## src/design/spli_pkg.sv

```systemverilog
`timescale 1ns / 1ps
// ----------------------------------------------------------------------------
// spli_pkg
// Shared widths, register indexes and interface types of the lerp indexer.
// ----------------------------------------------------------------------------
package spli_pkg;

    localparam int MAX_FRAMES = 64;
    localparam int IDX_W      = 24;
    localparam int FRAC_W     = 16;
    localparam int POS_W      = IDX_W + FRAC_W;
    localparam int INC_W      = 8 + FRAC_W;
    localparam int CNT_W      = 7;
    localparam int K_W        = 6;
    localparam int MF_W       = IDX_W + 1;
    localparam int WA_W       = FRAC_W + 1;
    localparam int RELA_W     = 14;
    localparam int RELB_W     = 15;
    // The accumulator has headroom for 64 steps of an inverted loop wrap.
    localparam int ACC_W      = POS_W + 8;
    localparam int REL_W      = FRAC_W + 15;
    localparam int DELTA_W    = IDX_W + 2;

    localparam int S_DATA_W   = 104;
    localparam int M_DATA_W   = 152;

    localparam int CFG_IDX_W  = 3;
    localparam int CFG_DATA_W = 24;

    localparam logic [CFG_IDX_W-1:0] CFG_AUDIO_PRESENT = 3'd0;
    localparam logic [CFG_IDX_W-1:0] CFG_TOTAL_FRAMES  = 3'd1;
    localparam logic [CFG_IDX_W-1:0] CFG_LOOP_PRESENT  = 3'd2;
    localparam logic [CFG_IDX_W-1:0] CFG_LOOP_START    = 3'd3;
    localparam logic [CFG_IDX_W-1:0] CFG_LOOP_LAST     = 3'd4;

    typedef struct packed {
        logic capture;
        logic setup;
        logic wrap_prep;
        logic advance;
        logic last;
    } ctrl_t;

    typedef struct packed {
        logic [POS_W-1:0]  next_position;
        logic [RELB_W-1:0] relative_b;
        logic [RELA_W-1:0] relative_a;
        logic [FRAC_W-1:0] weight_b;
        logic [WA_W-1:0]   weight_a;
        logic [IDX_W-1:0]  index_b;
        logic [IDX_W-1:0]  index_a;
    } rec_t;

endpackage

```

## src/design/spli_seq.sv

```systemverilog
`timescale 1ns / 1ps
// ----------------------------------------------------------------------------
// spli_seq
// Sequencer: takes a request, runs two setup steps, then steps the shared
// position accumulator once per output record.
// ----------------------------------------------------------------------------
module spli_seq (
    input  logic                       aclk,
    input  logic                       aresetn,
    input  logic                       s_valid,
    input  logic [spli_pkg::CNT_W-1:0] frame_count,
    input  logic                       out_free,
    output logic                       s_ready,
    output spli_pkg::ctrl_t            ctrl
);

    typedef enum logic [1:0] {
        ST_IDLE,
        ST_SETUP,
        ST_WRAP,
        ST_RUN
    } state_t;

    state_t                     state_reg;
    logic [spli_pkg::CNT_W-1:0] count_reg;
    logic [spli_pkg::K_W-1:0]   k_reg;
    logic [spli_pkg::CNT_W-1:0] count_sat;
    logic                       take;
    logic                       is_last;

    always_comb begin
        if (frame_count > spli_pkg::CNT_W'(spli_pkg::MAX_FRAMES)) begin
            count_sat = spli_pkg::CNT_W'(spli_pkg::MAX_FRAMES);
        end else begin
            count_sat = frame_count;
        end
    end

    assign s_ready = (state_reg == ST_IDLE);
    assign take    = s_valid && s_ready;
    assign is_last = ({1'b0, k_reg} + spli_pkg::CNT_W'(1)) == count_reg;

    assign ctrl.capture   = take;
    assign ctrl.setup     = (state_reg == ST_SETUP);
    assign ctrl.wrap_prep = (state_reg == ST_WRAP);
    assign ctrl.advance   = (state_reg == ST_RUN) && out_free;
    assign ctrl.last      = is_last;

    always_ff @(posedge aclk) begin
        if (!aresetn) begin
            state_reg <= ST_IDLE;
            count_reg <= '0;
            k_reg     <= '0;
        end else begin
            unique case (state_reg)
                ST_IDLE: begin
                    // A request for zero frames produces nothing.
                    if (take && count_sat != '0) begin
                        count_reg <= count_sat;
                        k_reg     <= '0;
                        state_reg <= ST_SETUP;
                    end
                end
                ST_SETUP: begin
                    state_reg <= ST_WRAP;
                end
                ST_WRAP: begin
                    state_reg <= ST_RUN;
                end
                ST_RUN: begin
                    if (out_free) begin
                        k_reg <= k_reg + spli_pkg::K_W'(1);
                        if (is_last) begin
                            state_reg <= ST_IDLE;
                        end
                    end
                end
                default: begin
                    state_reg <= ST_IDLE;
                end
            endcase
        end
    end

endmodule

```

## src/design/spli_dp.sv

```systemverilog
`timescale 1ns / 1ps
// ----------------------------------------------------------------------------
// spli_dp
// Position accumulator and record formation: one adder steps the position
// each advance cycle, with the loop wrap folded into a precomputed step.
// ----------------------------------------------------------------------------
module spli_dp (
    input  logic                        aclk,
    input  spli_pkg::ctrl_t             ctrl,
    input  logic [spli_pkg::POS_W-1:0]  start_position,
    input  logic [spli_pkg::INC_W-1:0]  increment,
    input  logic [spli_pkg::MF_W-1:0]   max_frame,
    input  logic                        honor_loop_points,
    input  logic                        audio_present,
    input  logic [spli_pkg::IDX_W-1:0]  total_frames,
    input  logic                        loop_present,
    input  logic [spli_pkg::IDX_W-1:0]  loop_start,
    input  logic [spli_pkg::IDX_W-1:0]  loop_last,
    output spli_pkg::rec_t              rec
);

    localparam int FW = spli_pkg::FRAC_W;
    localparam int AW = spli_pkg::ACC_W;
    localparam int IW = spli_pkg::IDX_W;

    logic [AW-1:0]                   pos_reg;
    logic [spli_pkg::REL_W-1:0]      rel_reg;
    logic [spli_pkg::INC_W-1:0]      inc_reg;
    logic [spli_pkg::MF_W-1:0]       mf_reg;
    logic                            honor_reg;
    logic [IW-1:0]                   limit_reg;
    logic                            looping_reg;
    logic signed [AW:0]              thresh_reg;
    logic signed [spli_pkg::DELTA_W-1:0] delta_reg;
    logic signed [AW:0]              step_wrap_reg;

    logic [IW-1:0]                   limit_next;
    logic                            tail;
    logic                            looping_next;
    logic [IW+FW:0]                  end_fix;
    logic signed [AW:0]              step;
    logic signed [AW:0]              sum;
    logic [AW-1:0]                   pos_next;
    logic                            wrap;
    logic                            in_range;
    logic [IW-1:0]                   ia;
    logic [IW:0]                     ib_raw;
    logic                            clamp;
    logic [FW-1:0]                   frac;

    // Per-request setup values.
    always_comb begin
        if (mf_reg[spli_pkg::MF_W-1] || mf_reg[IW-1:0] > total_frames) begin
            limit_next = total_frames;
        end else begin
            limit_next = mf_reg[IW-1:0];
        end
        tail         = (total_frames == '0) || (loop_last != total_frames - IW'(1));
        looping_next = loop_present && (!tail || honor_reg);
        end_fix      = {({1'b0, loop_last} + (IW+1)'(1)), {FW{1'b0}}};
    end

    // Position step; the wrap compare is made against end minus increment.
    assign wrap     = looping_reg && ($signed({1'b0, pos_reg}) >= thresh_reg);
    assign step     = wrap ? step_wrap_reg : $signed({{(AW+1-spli_pkg::INC_W){1'b0}}, inc_reg});
    assign sum      = $signed({1'b0, pos_reg}) + step;
    assign pos_next = sum[AW-1:0];

    always_ff @(posedge aclk) begin
        if (ctrl.capture) begin
            pos_reg   <= {{(AW-spli_pkg::POS_W){1'b0}}, start_position};
            rel_reg   <= {{(spli_pkg::REL_W-FW){1'b0}}, start_position[FW-1:0]};
            inc_reg   <= increment;
            mf_reg    <= max_frame;
            honor_reg <= honor_loop_points;
        end
        if (ctrl.setup) begin
            limit_reg   <= limit_next;
            looping_reg <= looping_next;
            thresh_reg  <= $signed({{(AW-IW-FW){1'b0}}, end_fix})
                         - $signed({{(AW+1-spli_pkg::INC_W){1'b0}}, inc_reg});
            delta_reg   <= $signed({2'b00, loop_start}) - $signed({2'b00, loop_last})
                         - spli_pkg::DELTA_W'(1);
        end
        if (ctrl.wrap_prep) begin
            step_wrap_reg <= $signed({{(AW+1-spli_pkg::INC_W){1'b0}}, inc_reg})
                           + $signed({{(AW+1-spli_pkg::DELTA_W-FW){delta_reg[spli_pkg::DELTA_W-1]}},
                                      delta_reg, {FW{1'b0}}});
        end
        if (ctrl.advance) begin
            pos_reg <= pos_next;
            rel_reg <= rel_reg + {{(spli_pkg::REL_W-spli_pkg::INC_W){1'b0}}, inc_reg};
        end
    end

    // Record for the current position.
    always_comb begin
        in_range = pos_reg[AW-1:FW] < {{(AW-FW-IW){1'b0}}, limit_reg};
        ia       = pos_reg[FW+IW-1:FW];
        frac     = pos_reg[FW-1:0];
        if (looping_reg && ia == loop_last) begin
            ib_raw = {1'b0, loop_start};
        end else begin
            ib_raw = {1'b0, ia} + (IW+1)'(1);
        end
        clamp = ib_raw >= {1'b0, limit_reg};

        rec = '0;
        if (audio_present) begin
            if (in_range) begin
                rec.index_a  = ia;
                rec.index_b  = clamp ? ia : ib_raw[IW-1:0];
                rec.weight_a = (spli_pkg::WA_W)'(1 << FW) - {1'b0, frac};
                rec.weight_b = clamp ? '0 : frac;
            end
            rec.relative_a = rel_reg[FW+spli_pkg::RELA_W-1:FW];
            rec.relative_b = {1'b0, rel_reg[FW+spli_pkg::RELA_W-1:FW]}
                           + spli_pkg::RELB_W'(1);
            if (ctrl.last) begin
                if (|pos_next[AW-1:spli_pkg::POS_W]) begin
                    rec.next_position = '1;
                end else begin
                    rec.next_position = pos_next[spli_pkg::POS_W-1:0];
                end
            end
        end
    end

endmodule

```

## src/design/sample_playback_lerp_indexer.sv

```systemverilog
`timescale 1ns / 1ps
// ----------------------------------------------------------------------------
// sample_playback_lerp_indexer
// Linear interpolation index generator for sample playback with loop points.
// The first record is loaded into the output register after the two setup
// steps (setup, wrap preparation), together with the first position step.
// A request of N frames (1 to 64) is taken only once the last one is done;
// the position accumulator steps once per record, stalled by m_axis_tready.
// Reset (aresetn low, synchronous) clears all configuration to 0 and empties
// the output register; a zero-frame request is consumed with no output.
// ----------------------------------------------------------------------------
module sample_playback_lerp_indexer (
    input  logic                            aclk,
    input  logic                            aresetn,
    input  logic                            cfg_valid,
    output logic                            cfg_ready,
    input  logic [spli_pkg::CFG_IDX_W-1:0]  cfg_index,
    input  logic [spli_pkg::CFG_DATA_W-1:0] cfg_data,
    input  logic                            s_axis_tvalid,
    output logic                            s_axis_tready,
    // Low bit up: start_position[39:0], increment[63:40], frame_count[70:64],
    // max_frame[95:71], honor_loop_points[96], zero pad[103:97].
    input  logic [spli_pkg::S_DATA_W-1:0]   s_axis_tdata,
    output logic                            m_axis_tvalid,
    input  logic                            m_axis_tready,
    // Low bit up: index_a[23:0], index_b[47:24], weight_a[64:48],
    // weight_b[80:65], relative_a[94:81], relative_b[109:95],
    // next_position[149:110], zero pad[151:150].
    output logic [spli_pkg::M_DATA_W-1:0]   m_axis_tdata,
    output logic                            m_axis_tlast
);

    localparam int REC_W = $bits(spli_pkg::rec_t);

    logic                           audio_present_reg;
    logic [spli_pkg::IDX_W-1:0]     total_frames_reg;
    logic                           loop_present_reg;
    logic [spli_pkg::IDX_W-1:0]     loop_start_reg;
    logic [spli_pkg::IDX_W-1:0]     loop_last_reg;

    spli_pkg::ctrl_t                ctrl;
    spli_pkg::rec_t                 rec;
    spli_pkg::rec_t                 rec_reg;
    logic                           m_valid_reg;
    logic                           m_last_reg;
    logic                           out_free;

    assign cfg_ready = 1'b1;

    always_ff @(posedge aclk) begin
        if (!aresetn) begin
            audio_present_reg <= 1'b0;
            total_frames_reg  <= '0;
            loop_present_reg  <= 1'b0;
            loop_start_reg    <= '0;
            loop_last_reg     <= '0;
        end else if (cfg_valid) begin
            unique case (cfg_index)
                spli_pkg::CFG_AUDIO_PRESENT: audio_present_reg <= cfg_data[0];
                spli_pkg::CFG_TOTAL_FRAMES:  total_frames_reg  <= cfg_data;
                spli_pkg::CFG_LOOP_PRESENT:  loop_present_reg  <= cfg_data[0];
                spli_pkg::CFG_LOOP_START:    loop_start_reg    <= cfg_data;
                spli_pkg::CFG_LOOP_LAST:     loop_last_reg     <= cfg_data;
                default: begin
                end
            endcase
        end
    end

    assign out_free = !m_valid_reg || m_axis_tready;

    spli_seq u_seq (
        .aclk        (aclk),
        .aresetn     (aresetn),
        .s_valid     (s_axis_tvalid),
        .frame_count (s_axis_tdata[70:64]),
        .out_free    (out_free),
        .s_ready     (s_axis_tready),
        .ctrl        (ctrl)
    );

    spli_dp u_dp (
        .aclk              (aclk),
        .ctrl              (ctrl),
        .start_position    (s_axis_tdata[39:0]),
        .increment         (s_axis_tdata[63:40]),
        .max_frame         (s_axis_tdata[95:71]),
        .honor_loop_points (s_axis_tdata[96]),
        .audio_present     (audio_present_reg),
        .total_frames      (total_frames_reg),
        .loop_present      (loop_present_reg),
        .loop_start        (loop_start_reg),
        .loop_last         (loop_last_reg),
        .rec               (rec)
    );

    // Output register: a record beat is loaded whenever the sequencer is running and the slot is free.
    always_ff @(posedge aclk) begin
        if (!aresetn) begin
            m_valid_reg <= 1'b0;
            m_last_reg  <= 1'b0;
        end else if (ctrl.advance) begin
            m_valid_reg <= 1'b1;
            m_last_reg  <= ctrl.last;
        end else if (m_axis_tready) begin
            m_valid_reg <= 1'b0;
        end
    end

    always_ff @(posedge aclk) begin
        if (ctrl.advance) begin
            rec_reg <= rec;
        end
    end

    assign m_axis_tvalid = m_valid_reg;
    assign m_axis_tlast  = m_last_reg;
    assign m_axis_tdata  = {{(spli_pkg::M_DATA_W-REC_W){1'b0}}, rec_reg};

endmodule
```

## config.mk

```make
export PLATFORM = sky130hd
export DESIGN_NAME = sample_playback_lerp_indexer
export DESIGN_NICKNAME = d
export VERILOG_FILES = /design/src/design/spli_pkg.sv /design/src/design/spli_seq.sv /design/src/design/spli_dp.sv /design/src/design/sample_playback_lerp_indexer.sv
export SDC_FILE = /design/constraint.sdc
export NUM_CORES = 1
export LEC_CHECK = 0
export ABC_CLOCK_PERIOD_IN_PS = 5700
export BUFFER_PORTS_ARGS = -buffer_cell sky130_fd_sc_hd__buf_4
export CORE_ASPECT_RATIO = 1.1
export CORE_MARGIN = 1
export CORE_UTILIZATION = 55
export CTS_CLUSTER_SIZE = 12
export DETAILED_ROUTE_END_ITERATION = 10
export HOLD_SLACK_MARGIN = 0.15
export PLACE_DENSITY_LB_ADDON = 0.05
export SYNTH_ARGS = -nofsm -noshare
export SYNTH_HDL_FRONTEND = slang
export SYNTH_SLANG_ARGS = --single-unit
```

## constraint.sdc

```tcl
create_clock -name aclk -period 5.7 [get_ports aclk]
set_input_delay 1.14 -clock aclk [delete_from_list [all_inputs] [get_ports aclk]]
set_output_delay 1.14 -clock aclk [all_outputs]
set_load 0.01 [all_outputs]
```

==> impl_metrics.tcl, run 1 <==
set metrics [dict create \
    dieHeight_um 252 \
    root_buffer "clkbuf_16" \
    synth_seq_area_share 0.457 \
    design_area_um2 38900 \
    p_per_area_nw_per_um2 487 \
    worst_slew_pin_slew_ps 1200 \
    drtIter0Drc 2052 \
    r2r_slack_ps -910 \
    cts_tree "done" \
    relSlewSlack 0.200 \
    vias 26000 \
    clkSinkCount 505 \
    routed_wl_um 101000 \
    syn_inst 3125 \
    critPathMaxStageDelay_ps 560 \
    grt_overflow 0 \
    synth_top_area_cell "edfxtp_1" \
    critPathMaxFanout 20 \
    violations "setup timing" \
    wl_per_cell_um 22.9 \
    largest_reg_flops 150 \
    cp-start-kind "flop" \
    clkTransAtPathRegs_ps 70 \
    hpwl_um 75700 \
    clkPwrFrac 0.185 \
    dieWidth_um 229 \
    hold_class "flop to flop" \
    yosys_warnings 0 \
    p_comb_frac 0.521 \
    hold_viol 0 \
    r2r_cells 26 \
    nets 4004 \
    clkLatencyLatePin_ps 610 \
    grt_pass1_vias 25700 \
    dieArea_um2 57700 \
    drive_gt1_frac 0.229 \
    synth_area_um2 31200 \
    place_congestion 1.01 \
    dr.pass1.iters 5 \
    fill_cells 4286 \
    finalSetupViolCount 63 \
    post_dp_cell_area_um2 35700 \
    crit_slowest_cell "or4_4" \
    max_cap_viol_count 0 \
    hold_buffers 0 \
    min_period_over_period 1.16 \
    power_uw 18900 \
    synthFlopType "edfxtp_1" \
    io_buffers 281 \
    via_per_inst 5.91 \
    criticalPathCategory "flop to flop" \
    drc_errors 0 \
    grt_max_degree 93 \
    finClkSkew_ps 20.4 \
    async_flop_share 0 \
    power_switching_uw 7510 \
    area.growth.synth_to_final_pct 24.6 \
    setup_slack_ps -911 \
    synthTopCellsByCount "edfxtp_1, nand2_1, ha_1" \
    synth_cell_types 87 \
    io_pins 292 \
    p_leak_uw 0.0161 \
    grt_usage 0.339 \
    slew_viol_final 0 \
    rsz0062_at_grt "true" \
    path_buf_inv 6 \
    grt_pass1_wl_um 150000 \
    whs_path_depth 2 \
    initial_utilization 0.557 \
    cp_data_required_time_ps 6030 \
    status "finished with violations" \
    max_freq_mhz 151 \
    ant_nets 0 \
    antenna_found_initial 0 \
    worst_path_dominant_cell_family "compound AO/OA/AOI/OAI gates" \
    core-area_um2 56000 \
    std_cell_rows 91 \
    ir_drop_mv 0.499 \
    synth_seq_cells 505 \
    swShare 0.397 \
    htree_levels 2 \
    crit_arrival_ps 6940 \
    synth_area_leaders "edfxtp_1, ha_1, dfxtp_1" \
    synth_area_per_cell_um2 9.99 \
    synth-edff-count 414 \
    r2r-start "u_dp.pos_reg[12]$_DFFE_PP_" \
    intPower_uw 11400 \
    seq_power_share 0.294 \
    numCtsBuffers 54 \
    hp-start "m_axis_tlast$_SDFFE_PN0P_" \
    cp-end-kind "flop" \
    cpMostUsedCell "buf_6" \
    diodes 0 \
    min_to "m_axis_tlast$_SDFFE_PN0P_" \
    synth_most_common_cell "edfxtp_1" \
    rr_endpoint "m_axis_tdata[133]$_SDFFCE_PN0P_" \
    fin_crit_ps 6610 \
    synth_top_area_frac 0.398 \
    clk_path_buf_depth 3 \
]
==> logic make-up after synthesis <==
group,share of synthesized area
simple gates,0.156
compound gates,0.134
flops,0.457
buf+inv,0.0423
xor+xnor,0.0828
fa+ha+maj,0.101
mux,0.0269
other cells,0.000241
==> power groups by stage <==
stage | combinational, uW | sequential, uW | clock (uW)
global route | 10600 | 5610 | 3660
global placement | 8070 | 5580 | 0
finish | 9860 | 5560 | 3500
detailed placement | 8280 | 5610 | 0
CTS | 8950 | 5540 | 3540
floorplan | 4880 | 5550 | 0
==> metrics by stage <==
step / hold slack (ps) / TNS (ps) / std cells / utilization / worst slack [ps]
after CTS: 479 / -34170 / 4391 / 0.682 / -838
after detailed placement: 469 / -54220 / 4271 / 0.638 / -1100
after global routing: 519 / -49090 / 4399 / 0.694 / -1040
after floorplan: 453 / -8790 / 3126 / - / -252
after global placement: 459 / -41730 / 4271 / 0.638 / -898
final: 476 / -40000 / 4399 / 0.694 / -911
==> worst max-delay path by stage <==
stage                                            endpoint  cells after the start                       start
after floorplan           m_axis_tdata[121]$_SDFFCE_PN0P_                     26  u_dp.pos_reg[16]$_DFFE_PP_
after global placement    m_axis_tdata[148]$_SDFFCE_PN0P_                     24  u_dp.pos_reg[15]$_DFFE_PP_
after detailed placement  m_axis_tdata[148]$_SDFFCE_PN0P_                     24  u_dp.pos_reg[15]$_DFFE_PP_
after CTS                 m_axis_tdata[124]$_SDFFCE_PN0P_                     28  u_dp.pos_reg[11]$_DFFE_PP_
after global routing      m_axis_tdata[138]$_SDFFCE_PN0P_                     26  u_dp.pos_reg[12]$_DFFE_PP_
final                     m_axis_tdata[133]$_SDFFCE_PN0P_                     26  u_dp.pos_reg[12]$_DFFE_PP_
==> final cells by class <==
class	count	area [um^2]	area share
clock buffer	72	1440	0.0370
clock inverter	21	262	0.00672
inverter	210	801	0.0206
multi-input combinational	2287	16800	0.431
sequential	505	14300	0.367
tap	744	931	0.0239
timing repair buffer	560	4450	0.114
==> cells in the final DEF (no fill, tap or decap), types with 14 or more instances in the layout <==
cell type	instances
buf_4	525
edfxtp_1	414
nand2_1	308
nor2_1	230
ha_1	223
inv_1	204
xnor2_1	174
a21oi_1	165
o21ai_0	111
xor2_1	95
dfxtp_1	91
a21boi_0	80
nand3_1	74
a21o_1	60
nor3_1	59
clkbuf_16	57
and2_1	53
nand4_1	49
a31oi_1	46
and3_1	42
mux2_2	35
nor2b_1	31
nor4_1	31
mux2i_1	30
nand2b_1	27
o21a_1	24
buf_6	23
ha_4	22
or3_1	20
a211oi_1	18
clkbuf_1	17
o21ai_1	16
xnor2_2	16
or2_2	14
==> worst reg2reg max path, stage by stage (launching register included) <==
cell and delay (ps):
edfxtp_1 430, ha_4 290, nand4_1 90, buf_4 170, or4_4 560, o32a_1 320
a211oi_2 260, nor2_2 90, a31oi_4 320, nand2_8 180, buf_8 220, buf_6 110
mux2_4 300, ha_4 170, buf_6 110, or4_4 430, o22ai_4 240, o211ai_4 170
a211oi_4 380, o31a_4 230, nor2_4 50, a311oi_4 280, nand3_2 140, nor4_4 240
buf_6 220, buf_16 200, a31oi_1 110
==> routing by layer <==
layer / routed length [um] / track usage / up-vias
met5: 0 / 0 / -
met3: 5660 / 0.0415 / 246
li1: - / - / 12200
met1: 40300 / 0.418 / 12600
met2: 49200 / 0.587 / 937
met4: 5710 / 0.172 / 0
==> timing repair <==
item	CTS	global route
setup buffers	30	17
endpoints found under the setup margin	75	73
gates resized for setup	113	113
pin swaps	36	43
cloned	4	3
(Power assumes the default switching activity.)
==> run 2: changes to the inputs <==
- CTS_CLUSTER_SIZE: 12 -> default
- GPL_TIMING_DRIVEN: default -> 0
==> run 2 against run 1 <==
  * The flow still finishes with violations (setup timing)
  * Combinational power decreased by 6.3%
  * Die area unchanged
  * Clock power rose by 1%
  * Via count is 1.2% higher
  * Count of clock-buffer cells in the layout up 2
  * Setup slack worse by 64 ps
  * Clock skew is 8.7 ps higher
  * Sequential power rose by 2%
  * Largest cell class unchanged
  * Critical endpoint is now m_axis_tdata[126]$_SDFFCE_PN0P_
  * Design area fell by 0.98%
  * Fmax down 0.95%
  * Register-to-register slack got worse by 60 ps
==> impl_metrics.tcl, run 2 (synthesis results as in run 1) <==
set metrics [dict create \
    layout_commonest_cell "edfxtp_1" \
    via_per_inst 6.03 \
    io_pins 292 \
    drive_gt1_frac 0.200 \
    min_period_over_period 1.17 \
    root_buffer "clkbuf_16" \
    power_uw 18500 \
    cp_data_required_time_ps 6030 \
    layout_common_cells "edfxtp_1, buf_4, nand2_1, nor2_1, ha_1" \
    ir_drop_mv 0.353 \
    hold_buffers 0 \
    grt_max_degree 111 \
    worst_slew_pin_slew_ps 1250 \
    std_cell_rows 91 \
    max_cap_viol_count 0 \
    htree_levels 2 \
    p_per_area_nw_per_um2 480 \
    clk_path_buf_depth 3 \
    clkSinkCount 505 \
    criticalPathCategory "flop to flop" \
    ant_nets 0 \
    max_freq_mhz 150 \
    p_leak_uw 0.0156 \
    tns_ps -44410 \
    grt_overflow 0 \
    clkTransAtPathRegs_ps 60 \
    dieWidth_um 229 \
    fin_crit_ps 6670 \
    cts_tree "done" \
    slew_viol_final 0 \
    hp-start "m_axis_tlast$_SDFFE_PN0P_" \
    area.growth.synth_to_final_pct 23.4 \
    dieHeight_um 252 \
    core-area_um2 56000 \
    violations "setup timing" \
    drtIter0Drc 2207 \
    nets 3959 \
    whs_path_depth 2 \
    largest_reg_flops 150 \
    status "finished with violations" \
    hold_viol 0 \
    r2r-start "u_dp.pos_reg[15]$_DFFE_PP_" \
    clkLatencyLatePin_ps 630 \
    setup_slack_ps -975 \
    r2r_slack_ps -970 \
    rr_endpoint "m_axis_tdata[126]$_SDFFCE_PN0P_" \
    vias 26300 \
    routed_wl_um 102000 \
    dr.pass1.iters 6 \
    diodes 0 \
    wl_per_cell_um 23.4 \
    min_to "m_axis_tlast$_SDFFE_PN0P_" \
    cp-start-kind "flop" \
    drc_errors 0 \
    finClkSkew_ps 29.1 \
    final_cell_count_no_fill 4364 \
    finalSetupViolCount 64 \
    critPathMaxFanout 10 \
    antenna_found_initial 1 \
    relSlewSlack 0.159 \
    hpwl_um 77300 \
    r2r_cells 24 \
    numCtsBuffers 55 \
    grt_pass1_vias 25500 \
    placed_cells 4155 \
    rsz0062_at_grt "true" \
    place_congestion 0.967 \
    initial_utilization 0.557 \
    grt_pass1_wl_um 150000 \
    dieArea_um2 57700 \
    cp-end-kind "flop" \
    grt_usage 0.343 \
    hold_class "flop to flop" \
    io_buffers 280 \
    crit_arrival_ps 7000 \
]
-- run 2: changes by cell type in the layout (fill, tap and decap cells not counted), sizes merged --
cell	change
bufinv	-4
clkbuf	+94
clkinv	+8
inv	+2
clkinvlp	+3
nand2	-1
buf	-137
-- run 2: worst max path at each step --
stage               depth (start not counted)                              end                        from
finish                                     24  m_axis_tdata[126]$_SDFFCE_PN0P_  u_dp.pos_reg[15]$_DFFE_PP_
CTS                                        25  m_axis_tdata[129]$_SDFFCE_PN0P_  u_dp.pos_reg[14]$_DFFE_PP_
global route                               24  m_axis_tdata[129]$_SDFFCE_PN0P_  u_dp.pos_reg[15]$_DFFE_PP_
detailed placement                         27  m_axis_tdata[128]$_SDFFCE_PN0P_  u_dp.pos_reg[39]$_DFFE_PP_
global placement                           27  m_axis_tdata[128]$_SDFFCE_PN0P_  u_dp.pos_reg[39]$_DFFE_PP_
floorplan                                  26  m_axis_tdata[121]$_SDFFCE_PN0P_  u_dp.pos_reg[16]$_DFFE_PP_
-- run 2: what timing repair did --
item	in CTS	in global routing
gates cloned	3	1
pin swaps	67	44
setup buffers	82	27
setup endpoints to repair	119	111
gates resized for setup	199	76
-- run 2: critical path, cell delays in order, from the launching register on --
cell	delay, ps
edfxtp_1	460
ha_4	310
nand4_1	240
or4_4	610
o32a_1	340
a211oi_2	310
nor2_2	90
a31oi_4	250
nand2_8	130
buf_12	170
buf_16	140
mux2_4	320
ha_4	180
or4_4	550
o22ai_4	230
o211ai_4	160
a211oi_4	370
o31a_4	220
nor2_2	60
a311oi_4	280
nand3_2	150
nor4_4	340
buf_12	200
buf_6	150
a31oi_1	100
-- run 2: cell type report --
cell class	instances	area, um^2
tap	744	931
multi-input combinational	2286	16900
buffer	121	588
sequential	505	14300
clock buffer	74	1540
fill	4242	17500
clock inverter	30	243
timing repair buffer	394	3230
inverter	210	797
-- run 2: power by group --
group          internal (uW)  switching (uW)  total [uW]
clock network           1990            1550        3550
registers               5040             646        5680
logic                   3900            5340        9240
total                  10900            7540       18500
-- run 2: through the flow --
stage          hold WS [ps]  setup WS, ps  area [um^2]   util
3_5_place_dp            475         -3120        34500  0.616
3_3_place_gp            464         -3000        34400  0.613
5_1_grt                 532         -1090        38500  0.687
6_report                477          -975        38500  0.687
2_1_floorplan           453          -252        31300      -
4_1_cts                 482          -887        38000  0.678
-- run 2: metal layers --
layer / share of wire / vias to the layer above / global-route usage
met4: 0.058 / 4 / 0.179
met3: 0.067 / 301 / 0.0389
met2: 0.49 / 1242 / 0.598
li1: - / 12100 / -
met1: 0.38 / 12700 / 0.420
met5: 0.00025 / - / 0
